===== config.mk =====
export PLATFORM = sky130hd
export DESIGN_NAME = json_integer_field_extractor_flat
export DESIGN_NICKNAME = d
export VERILOG_FILES = /design/src/hdl/jife_pkg.sv /design/src/hdl/jife_in_if.sv /design/src/hdl/jife_out_if.sv /design/src/hdl/jife_cell.sv /design/src/hdl/jife_parser.sv /design/src/hdl/json_integer_field_extractor.sv /design/src/flat_wrapper.sv
export SDC_FILE = /design/constraint.sdc
export NUM_CORES = 1
export LEC_CHECK = 0
export BUFFER_PORTS_ARGS = -buffer_cell sky130_fd_sc_hd__buf_2
export CAP_MARGIN = 20
export CORE_MARGIN = 5
export CORE_UTILIZATION = 30
export CTS_BUF_LIST = sky130_fd_sc_hd__clkbuf_8
export DETAILED_ROUTE_END_ITERATION = 8
export PLACE_DENSITY = 0.5
export SLEW_MARGIN = 0
export SYNTH_ARGS = -nofsm -noshare
export SYNTH_HDL_FRONTEND = slang
export SYNTH_SLANG_ARGS = --single-unit

===== constraint.sdc =====
create_clock -name clk -period 5.9 [get_ports clk]
set_input_delay 1.18 -clock clk [delete_from_list [all_inputs] [get_ports clk]]
set_output_delay 1.18 -clock clk [all_outputs]
set_load 0.01 [all_outputs]

===== src/hdl/jife_pkg.sv =====
// Shared constants, types and codes of the JSON integer field extractor.
`default_nettype none
package jife_pkg;

    // Key storage and window geometry.
    localparam int KEY_MAX_BYTES = 16;
    localparam int KEY_LEN_W     = 5;
    localparam int KEY_IDX_W     = 4;
    localparam int WIN_CELLS     = KEY_MAX_BYTES + 1;
    localparam int CFG_DATA_W    = 64;
    localparam int CFG_INDEX_W   = 2;

    // Configuration register indexes.
    localparam logic [CFG_INDEX_W-1:0] REG_KEY_LOW  = 2'd0;
    localparam logic [CFG_INDEX_W-1:0] REG_KEY_HIGH = 2'd1;
    localparam logic [CFG_INDEX_W-1:0] REG_KEY_LEN  = 2'd2;

    // Character codes used by the parser.
    localparam logic [7:0] CH_QUOTE = 8'h22;
    localparam logic [7:0] CH_COLON = 8'h3A;
    localparam logic [7:0] CH_MINUS = 8'h2D;
    localparam logic [7:0] CH_ZERO  = 8'h30;
    localparam logic [7:0] CH_NINE  = 8'h39;
    localparam logic [7:0] CH_SPACE = 8'h20;
    localparam logic [7:0] CH_TAB   = 8'h09;

    // Parse phases.
    typedef enum logic [2:0] {
        PH_SEARCH,
        PH_PRE_COLON,
        PH_POST_COLON,
        PH_AFTER_MINUS,
        PH_DIGITS,
        PH_DONE,
        PH_FAIL
    } phase_t;

    // What a window cell must hold for the needle to match.
    typedef enum logic [1:0] {
        ROLE_SKIP,
        ROLE_KEY,
        ROLE_QUOTE
    } cell_role_t;

    typedef struct packed {
        cell_role_t role;
        logic [7:0] want;
    } cell_ctl_t;

    // Shift and clear commands for the window chain.
    typedef struct packed {
        logic shift;
        logic clear;
    } chain_cmd_t;

    // One result item.
    typedef struct packed {
        logic               found;
        logic signed [31:0] value;
    } result_t;

endpackage
`default_nettype wire


===== src/hdl/jife_in_if.sv =====
// Input channel: one payload byte per item with an end-of-payload flag.
`default_nettype none
interface jife_in_if;
    logic       valid;
    logic       ready;
    logic [7:0] payload_byte;
    logic       final_byte;

    modport source (output valid, output payload_byte, output final_byte, input ready);
    modport sink (input valid, input payload_byte, input final_byte, output ready);
endinterface
`default_nettype wire


===== src/hdl/jife_out_if.sv =====
// Output channel: found flag and parsed signed value per item.
`default_nettype none
interface jife_out_if;
    logic               valid;
    logic               ready;
    logic               found;
    logic signed [31:0] value;

    modport source (output valid, output found, output value, input ready);
    modport sink (input valid, input found, input value, output ready);
endinterface
`default_nettype wire


===== src/hdl/jife_cell.sv =====
// One window cell: holds a recent byte with its valid bit and checks it against the needle.
`default_nettype none
module jife_cell
    import jife_pkg::*;
(
    input  wire logic       clk,
    input  wire logic       rst_n,
    input  wire chain_cmd_t cmd,
    input  wire logic [7:0] byte_in,
    input  wire logic       valid_in,
    input  wire cell_ctl_t  ctl,
    output logic [7:0]      byte_out,
    output logic            valid_out,
    output logic            ok
);

    logic [7:0] byte_reg;
    logic [7:0] byte_next;
    logic       valid_reg;
    logic       valid_next;

    // Shift from the left neighbor; the end of a payload empties the window.
    always_comb
    begin
        byte_next  = byte_reg;
        valid_next = valid_reg;
        if (cmd.clear)
        begin
            valid_next = 1'b0;
        end
        else if (cmd.shift)
        begin
            byte_next  = byte_in;
            valid_next = valid_in;
        end
    end

    always_ff @(posedge clk or negedge rst_n)
    begin
        if (!rst_n)
        begin
            valid_reg <= 1'b0;
        end
        else
        begin
            valid_reg <= valid_next;
        end
    end

    always_ff @(posedge clk)
    begin
        byte_reg <= byte_next;
    end

    // Compare the held byte with what the needle wants at this position.
    always_comb
    begin
        case (ctl.role)
            ROLE_KEY:   ok = (byte_reg == ctl.want);
            ROLE_QUOTE: ok = valid_reg && (byte_reg == CH_QUOTE);
            default:    ok = 1'b1;
        endcase
    end

    assign byte_out  = byte_reg;
    assign valid_out = valid_reg;

endmodule
`default_nettype wire


===== src/hdl/jife_parser.sv =====
// Parse sequencer after the key match: colon, sign and decimal digit accumulation.
`default_nettype none
module jife_parser
    import jife_pkg::*;
(
    input  wire logic       clk,
    input  wire logic       rst_n,
    input  wire logic       step,
    input  wire logic [7:0] char_in,
    input  wire logic       last_in,
    input  wire logic       needle_hit,
    output logic            searching,
    output result_t         result
);

    phase_t      phase_reg;
    phase_t      phase_next;
    phase_t      phase_step;
    logic [31:0] acc_reg;
    logic [31:0] acc_next;
    logic [31:0] acc_step;
    logic        minus_reg;
    logic        minus_next;
    logic        minus_step;
    logic        is_digit;
    logic        is_blank;
    logic        take_digit;
    logic [31:0] digit_val;

    assign is_digit  = (char_in >= CH_ZERO) && (char_in <= CH_NINE);
    assign is_blank  = (char_in == CH_SPACE) || (char_in == CH_TAB);
    assign digit_val = {24'd0, char_in - CH_ZERO};

    // Next phase for the current byte, then the end of payload restarts the search.
    always_comb
    begin
        phase_step = phase_reg;
        unique case (phase_reg)
            PH_SEARCH:
            begin
                if (needle_hit)
                begin
                    phase_step = PH_PRE_COLON;
                end
            end
            PH_PRE_COLON:
            begin
                if (char_in == CH_COLON)
                begin
                    phase_step = PH_POST_COLON;
                end
                else if (!is_blank)
                begin
                    phase_step = PH_FAIL;
                end
            end
            PH_POST_COLON:
            begin
                if (char_in == CH_MINUS)
                begin
                    phase_step = PH_AFTER_MINUS;
                end
                else if (is_digit)
                begin
                    phase_step = PH_DIGITS;
                end
                else if (!is_blank)
                begin
                    phase_step = PH_FAIL;
                end
            end
            PH_AFTER_MINUS:
            begin
                phase_step = is_digit ? PH_DIGITS : PH_FAIL;
            end
            PH_DIGITS:
            begin
                if (!is_digit)
                begin
                    phase_step = PH_DONE;
                end
            end
            default:
            begin
                phase_step = phase_reg;
            end
        endcase

        phase_next = phase_reg;
        if (step)
        begin
            phase_next = last_in ? PH_SEARCH : phase_step;
        end
    end

    // Digit accumulation, sign capture and the result for a final byte.
    always_comb
    begin
        case (phase_reg) inside
            PH_POST_COLON, PH_AFTER_MINUS, PH_DIGITS: take_digit = is_digit;
            default:                                  take_digit = 1'b0;
        endcase

        acc_step   = take_digit ? ((acc_reg << 3) + (acc_reg << 1) + digit_val) : acc_reg;
        minus_step = minus_reg || ((phase_reg == PH_POST_COLON) && (char_in == CH_MINUS));

        acc_next   = acc_reg;
        minus_next = minus_reg;
        if (step)
        begin
            acc_next   = last_in ? 32'd0 : acc_step;
            minus_next = last_in ? 1'b0 : minus_step;
        end

        result.found = (phase_step == PH_DIGITS) || (phase_step == PH_DONE);
        if (!result.found)
        begin
            result.value = '0;
        end
        else if (minus_step)
        begin
            result.value = -$signed(acc_step);
        end
        else
        begin
            result.value = $signed(acc_step);
        end

        searching = (phase_reg == PH_SEARCH);
    end

    always_ff @(posedge clk or negedge rst_n)
    begin
        if (!rst_n)
        begin
            phase_reg <= PH_SEARCH;
            acc_reg   <= '0;
            minus_reg <= 1'b0;
        end
        else
        begin
            phase_reg <= phase_next;
            acc_reg   <= acc_next;
            minus_reg <= minus_next;
        end
    end

endmodule
`default_nettype wire


===== src/hdl/json_integer_field_extractor.sv =====
// Top level of the JSON integer field extractor: key window chain, parser and result register.
//
// Usage: a payload enters on in_chan one byte per item, its last byte flagged by
// final_byte. The block finds the first quoted appearance of the configured key,
// then parses blanks, a colon, blanks, an optional minus sign and decimal digits.
// One result item leaves on out_chan for each payload, after its final byte:
// found and the 32-bit signed value (wrapping modulo 2^32, zero when not found).
// Bytes other than the final one produce no result.
// The key is set through cfg_we / cfg_index / cfg_data: index 0 holds key
// characters 0 to 7, index 1 characters 8 to 15, index 2 the key length.
// Throughput: one byte per cycle while in_chan is ready; while searching, the window of 17 cells
// shifts in every byte and compares it against the needle in the same cycle it arrives.
// Latency: the result is valid in the cycle after the final byte is accepted.
// Stall: a waiting result sits in the output register; in_chan stays ready while
// that register is empty or being drained, so a new payload can stream in behind
// it, and input stops only while a result waits untaken.
// Reset: rst_n clears the key registers, the window and the parse state, and
// drops out_chan.valid. After each payload the parse state restarts by itself.
`default_nettype none
module json_integer_field_extractor
    import jife_pkg::*;
(
    input  wire logic                   clk,
    input  wire logic                   rst_n,
    jife_in_if.sink                     in_chan,
    jife_out_if.source                  out_chan,
    input  wire logic                   cfg_we,
    input  wire logic [CFG_INDEX_W-1:0] cfg_index,
    input  wire logic [CFG_DATA_W-1:0]  cfg_data
);

    logic [CFG_DATA_W-1:0] key_low_reg;
    logic [CFG_DATA_W-1:0] key_high_reg;
    logic [KEY_LEN_W-1:0]  key_len_reg;
    logic [KEY_LEN_W-1:0]  key_len_used;
    logic [2*CFG_DATA_W-1:0] key_all;

    logic       step;
    logic       searching;
    logic       needle_hit;
    chain_cmd_t cmd;
    result_t    result;

    logic              out_valid_reg;
    logic              out_valid_next;
    result_t           out_data_reg;

    logic [7:0]        cell_byte  [WIN_CELLS];
    logic              cell_valid [WIN_CELLS];
    cell_ctl_t         cell_ctl   [WIN_CELLS];
    logic [WIN_CELLS-1:0] cell_ok;

    // Configuration registers.
    always_ff @(posedge clk or negedge rst_n)
    begin
        if (!rst_n)
        begin
            key_low_reg  <= '0;
            key_high_reg <= '0;
            key_len_reg  <= '0;
        end
        else if (cfg_we)
        begin
            unique case (cfg_index)
                REG_KEY_LOW:  key_low_reg  <= cfg_data;
                REG_KEY_HIGH: key_high_reg <= cfg_data;
                REG_KEY_LEN:  key_len_reg  <= cfg_data[KEY_LEN_W-1:0];
                default:      key_len_reg  <= key_len_reg;
            endcase
        end
    end

    // Lengths above the key capacity use the full key.
    assign key_len_used = (key_len_reg > KEY_LEN_W'(KEY_MAX_BYTES)) ?
                          KEY_LEN_W'(KEY_MAX_BYTES) : key_len_reg;
    assign key_all      = {key_high_reg, key_low_reg};

    // Handshake: accept while the result register is empty or draining.
    assign in_chan.ready = !out_valid_reg || out_chan.ready;
    assign step          = in_chan.valid && in_chan.ready;
    assign cmd.shift     = step && searching;
    assign cmd.clear     = step && in_chan.final_byte;

    // Window chain: cell i holds the byte that becomes needle position i+1.
    for (genvar i = 0; i < WIN_CELLS; i++)
    begin : g_cell
        logic [KEY_IDX_W-1:0] key_idx;
        logic [7:0]           prev_byte;
        logic                 prev_valid;

        assign key_idx = KEY_IDX_W'(key_len_used - KEY_LEN_W'(i) - KEY_LEN_W'(1));

        always_comb
        begin
            cell_ctl[i].want = key_all[{key_idx, 3'b000} +: 8];
            if (key_len_used == KEY_LEN_W'(i))
            begin
                cell_ctl[i].role = ROLE_QUOTE;
            end
            else if (KEY_LEN_W'(i) < key_len_used)
            begin
                cell_ctl[i].role = ROLE_KEY;
            end
            else
            begin
                cell_ctl[i].role = ROLE_SKIP;
            end
        end

        if (i == 0)
        begin : g_head
            assign prev_byte  = in_chan.payload_byte;
            assign prev_valid = 1'b1;
        end
        else
        begin : g_body
            assign prev_byte  = cell_byte[i-1];
            assign prev_valid = cell_valid[i-1];
        end

        jife_cell u_cell (
            .clk       (clk),
            .rst_n     (rst_n),
            .cmd       (cmd),
            .byte_in   (prev_byte),
            .valid_in  (prev_valid),
            .ctl       (cell_ctl[i]),
            .byte_out  (cell_byte[i]),
            .valid_out (cell_valid[i]),
            .ok        (cell_ok[i])
        );
    end

    // The newest byte closes the needle with a quote.
    assign needle_hit = (in_chan.payload_byte == CH_QUOTE) && (&cell_ok);

    jife_parser u_parser (
        .clk        (clk),
        .rst_n      (rst_n),
        .step       (step),
        .char_in    (in_chan.payload_byte),
        .last_in    (in_chan.final_byte),
        .needle_hit (needle_hit),
        .searching  (searching),
        .result     (result)
    );

    // Result register between the parser and the receiver.
    always_comb
    begin
        out_valid_next = out_valid_reg;
        if (out_chan.ready)
        begin
            out_valid_next = 1'b0;
        end
        if (step && in_chan.final_byte)
        begin
            out_valid_next = 1'b1;
        end
    end

    always_ff @(posedge clk or negedge rst_n)
    begin
        if (!rst_n)
        begin
            out_valid_reg <= 1'b0;
        end
        else
        begin
            out_valid_reg <= out_valid_next;
        end
    end

    always_ff @(posedge clk)
    begin
        if (step && in_chan.final_byte)
        begin
            out_data_reg <= result;
        end
    end

    assign out_chan.valid = out_valid_reg;
    assign out_chan.found = out_data_reg.found;
    assign out_chan.value = out_data_reg.value;

endmodule
`default_nettype wire

===== src/flat_wrapper.sv =====
// flat-port wrapper written by rule: the top's interface ports become plain ports
module json_integer_field_extractor_flat import jife_pkg::*;
  (clk, rst_n, cfg_we, cfg_index, cfg_data, in_chan_valid, in_chan_payload_byte, in_chan_final_byte, in_chan_ready, out_chan_valid, out_chan_found, out_chan_value, out_chan_ready);
  jife_in_if in_chan_i ();
  jife_out_if out_chan_i ();
  input  wire logic clk;
  input  wire logic rst_n;
  input  wire logic cfg_we;
  input  wire logic [CFG_INDEX_W-1:0] cfg_index;
  input  wire logic [CFG_DATA_W-1:0] cfg_data;
  input wire logic [$bits(in_chan_i.valid)-1:0] in_chan_valid;
  input wire logic [$bits(in_chan_i.payload_byte)-1:0] in_chan_payload_byte;
  input wire logic [$bits(in_chan_i.final_byte)-1:0] in_chan_final_byte;
  output wire logic [$bits(in_chan_i.ready)-1:0] in_chan_ready;
  output wire logic [$bits(out_chan_i.valid)-1:0] out_chan_valid;
  output wire logic [$bits(out_chan_i.found)-1:0] out_chan_found;
  output wire logic [$bits(out_chan_i.value)-1:0] out_chan_value;
  input wire logic [$bits(out_chan_i.ready)-1:0] out_chan_ready;
  assign in_chan_i.valid = in_chan_valid;
  assign in_chan_i.payload_byte = in_chan_payload_byte;
  assign in_chan_i.final_byte = in_chan_final_byte;
  assign in_chan_ready = in_chan_i.ready;
  assign out_chan_valid = out_chan_i.valid;
  assign out_chan_found = out_chan_i.found;
  assign out_chan_value = out_chan_i.value;
  assign out_chan_i.ready = out_chan_ready;
  json_integer_field_extractor u_core (.clk(clk), .rst_n(rst_n), .in_chan(in_chan_i), .out_chan(out_chan_i), .cfg_we(cfg_we), .cfg_index(cfg_index), .cfg_data(cfg_data));
endmodule

==> reports/qor.csv <==
metric,value,unit
min Tclk post-route,5.25,ns
post-route insts no fill,3711,
Rows,108,
PD cells,409,nW/um^2
worst-skew pair later-pin latency,0.67,ns
vias in the first global route,21200,
post-CTS sizing,0,
P_int,6.78,mW
worst vdd ir,0.186,mV
Yosys reg bits,356,
via count,21500,
relative slew slack,25.3,%
CTS tree,built,
max reg flops,136,
worst slew pin tran,1.12,ns
# Post-CTS Setup Buffers,0,
initial antenna violation count,4,
Max Cap Viol,0,
Hold WS,0.484,ns
status,finished clean,
"Top FF cell, synth",dfrtp_1,
CP endpoint kind,flop,
CP max FO,5,
largest net degree at the start of global routing,153,
H-tree depth,3,
Worst Path Arrival,5.64,ns
port buffer count,114,
DRT Wirelength,101,mm
Sequential Power Share,26.7,%
worst r2r path cells,14,
share of cells above drive strength 1,24.9,%
Combinational Power Share,51.5,%
CP required,6.29,ns
crit start category,primary input,
Hold Crit Class,flop to flop,
RSZ-0062 raised after global routing,false,
vias per cell,5.78,
WHS Path Cells,1,
antenna-violating nets left,0,
f_max,0.190,GHz
share of synthesized registers carrying an async set or reset,52.5,%
critical path class,primary input to flop,
die height,305,um
largest stage delay on the critical path,0.49,ns
Synth Net Count,2515,
I/O pin count,115,
CTS sink count,356,
Root Buffer,clkbuf_8,
cells along the critical path,"buf_2, ha_1, xor2_1, fa_1, inv_1, ha_1, a21o_1, a21o_1, or3_4, a31oi_4, or3b_4, nor3_1, nand4_1, nor4b_2, nand3_1, o41ai_2, mux2i_1",
Core Area,86600,um^2
GRT Resource Usage Total,21.0,%
DRC viols,0,
Initial Util,30.2,%
TritonCTS Buffers,69,
dpl hpwl,77.4,mm
setup TNS,0,ns
first-pass GRT wire length,149,mm
Synth Instances,2365,
clk buf depth,3,
placed insts,3583,
count of final hold-check violations,0,
"commonest non-fill, non-tap cells in the layout","mux2i_1 (249), dfrtp_1 (187), edfxtp_1 (169), mux2_2 (157), nand2_1 (134)",
register area share after synthesis,37.3,%
Syn Area/Cell,11.1,um^2
final setup vio count,0,
Clock Power Share,21.8,%
leakage power,11.9,nW
Starting DRT DRC Count,2640,
switching power total,5.43,mW
Tcrit/Tclk final,89.0,%
clock-pin slew on the worst setup and hold paths,0.06,ns
First-pass DRT Iterations,6,
Yosys cell types,101,
pins over their slew limit,0,
P&R area growth vs syn,14.2,%
CTS Hold Bufs,0,
skew final,0.0279,ns
"commonest non-fill, non-tap cell in the layout",mux2i_1,
die width,305,um
synth warn,0,
die footprint,93100,um^2
GPL Wtd Cong,1.04,
"EDFF count, synth",169,
nets,2649,
sw frac,44.4,%
GRT overflow,0,
mapped cell area,26100,um^2
Critical-path top delay cell,fa_1,
WL per Instance,27.3,um
-- cells in the mapped netlist (11+ instances only) --
| library cell | number | share of area (%) |
|---|---|---|
| a211oi_1 | 30 | 0.86 |
| a21o_1 | 13 | 0.37 |
| a21oi_1 | 119 | 2.3 |
| a221oi_1 | 11 | 0.37 |
| a22o_1 | 31 | 1.0 |
| a22oi_1 | 50 | 1.4 |
| a31oi_1 | 32 | 0.77 |
| and2_1 | 11 | 0.26 |
| buf_1 | 17 | 0.24 |
| buf_2 | 35 | 0.67 |
| clkbuf_1 | 87 | 1.2 |
| dfrtp_1 | 187 | 18 |
| edfxtp_1 | 169 | 19 |
| ha_1 | 64 | 3.1 |
| inv_1 | 34 | 0.49 |
| mux2_2 | 157 | 6.8 |
| mux2i_1 | 250 | 9.6 |
| mux4_2 | 98 | 8.4 |
| nand2_1 | 134 | 1.9 |
| nand2b_1 | 18 | 0.43 |
| nand3_1 | 42 | 0.80 |
| nand4_1 | 20 | 0.48 |
| nand4b_1 | 12 | 0.40 |
| nor2_1 | 129 | 1.9 |
| nor2b_1 | 26 | 0.62 |
| nor3_1 | 34 | 0.65 |
| nor3b_1 | 15 | 0.43 |
| nor4_1 | 17 | 0.41 |
| nor4b_1 | 20 | 0.67 |
| o21a_1 | 11 | 0.32 |
| o21ai_0 | 71 | 1.4 |
| o22ai_1 | 22 | 0.53 |
| xnor2_1 | 99 | 3.3 |
| xor2_1 | 103 | 3.5 |
-- metrics by stage --
stage | util, % | area, um^2 | worst slack (ns) | power, mW
after floorplan | - | 26100 | 0.340 | 7.09
after global placement | 32.8 | 28400 | 0.0438 | 9.35
after detailed placement | 32.8 | 28400 | 0.0118 | 9.41
after CTS | 34.5 | 29800 | 0.717 | 12.1
after global routing | 34.5 | 29800 | 0.349 | 12.7
final | 34.5 | 29800 | 0.649 | 12.2
-- power by group through the flow --
stage | clock network, mW | registers [mW] | logic, mW
final | 2.66 | 3.26 | 6.29
after global routing | 2.85 | 3.28 | 6.57
after CTS | 2.74 | 3.24 | 6.15
after detailed placement | 0 | 3.29 | 6.12
after global placement | 0 | 3.27 | 6.08
after floorplan | 0 | 3.11 | 3.97
-- critical path, delay by kind of cell --
kind                     cells  cell delay [ns]
AND/OR/NAND/NOR              6             1.93
adder cells (fa/ha/maj)      3             1.07
AO/OA/AOI/OAI                4             1.00
XOR/XNOR                     1             0.17
buffers and inverters        2             0.17
multiplexers                 1             0.12
-- logic make-up (layout without fill, tap and decap cells) --
family,after synthesis,count (layout),synth area share [%]
multiplexers,513,513,25.3
XOR/XNOR,204,204,6.89
other,0,1,0
adder cells (fa/ha/maj),70,70,3.52
AND/OR/NAND/NOR,537,537,10.8
AO/OA/AOI/OAI,494,494,13.0
buffers and inverters,191,381,3.24
flip-flops,356,356,37.3
-- layer usage --
| layer | wire length (um) | up-vias | global-route usage (%) |
|---|---|---|---|
| met1 | 44200 | 10900 | 29.1 |
| li1 | - | 9375 | - |
| met4 | 3900 | 2 | 7.83 |
| met3 | 8190 | 181 | 4.55 |
| met5 | 9 | - | 0 |
| met2 | 44900 | 1003 | 32.5 |
-- area by class of cell --
class,count,area (um^2)
diodes,1,2.50
repair buffers,217,1420
inverters,37,141
well taps,1155,1450
flip-flops and latches,356,9750
multi-input cells,1818,15600
fillers,8583,56800
clock inverters,44,330
clock buffers,83,1140
-- worst paths after layout --
path	slack (ns)	start	end
min	0.48	u_core.u_parser.acc_reg[31]$_DFFE_PN0P_	u_core.u_parser.acc_reg[31]$_DFFE_PN0P_
max in group asynchronous	4.25	rst_n	u_core.key_high_reg[45]$_DFFE_PN0P_
max	0.65	in_chan_payload_byte[4]	u_core.out_chan.value[31]$_SDFFCE_PN0P_
max reg2reg	0.74	u_core.key_len_reg[4]$_DFFE_PN0P_	u_core.u_parser.phase_reg[0]$_DFFE_PN0P_
min in group asynchronous	0.50	rst_n	u_core.key_low_reg[15]$_DFFE_PN0P_
min reg2reg	0.48	u_core.u_parser.acc_reg[31]$_DFFE_PN0P_	u_core.u_parser.acc_reg[31]$_DFFE_PN0P_
(Power assumes the default switching activity.)
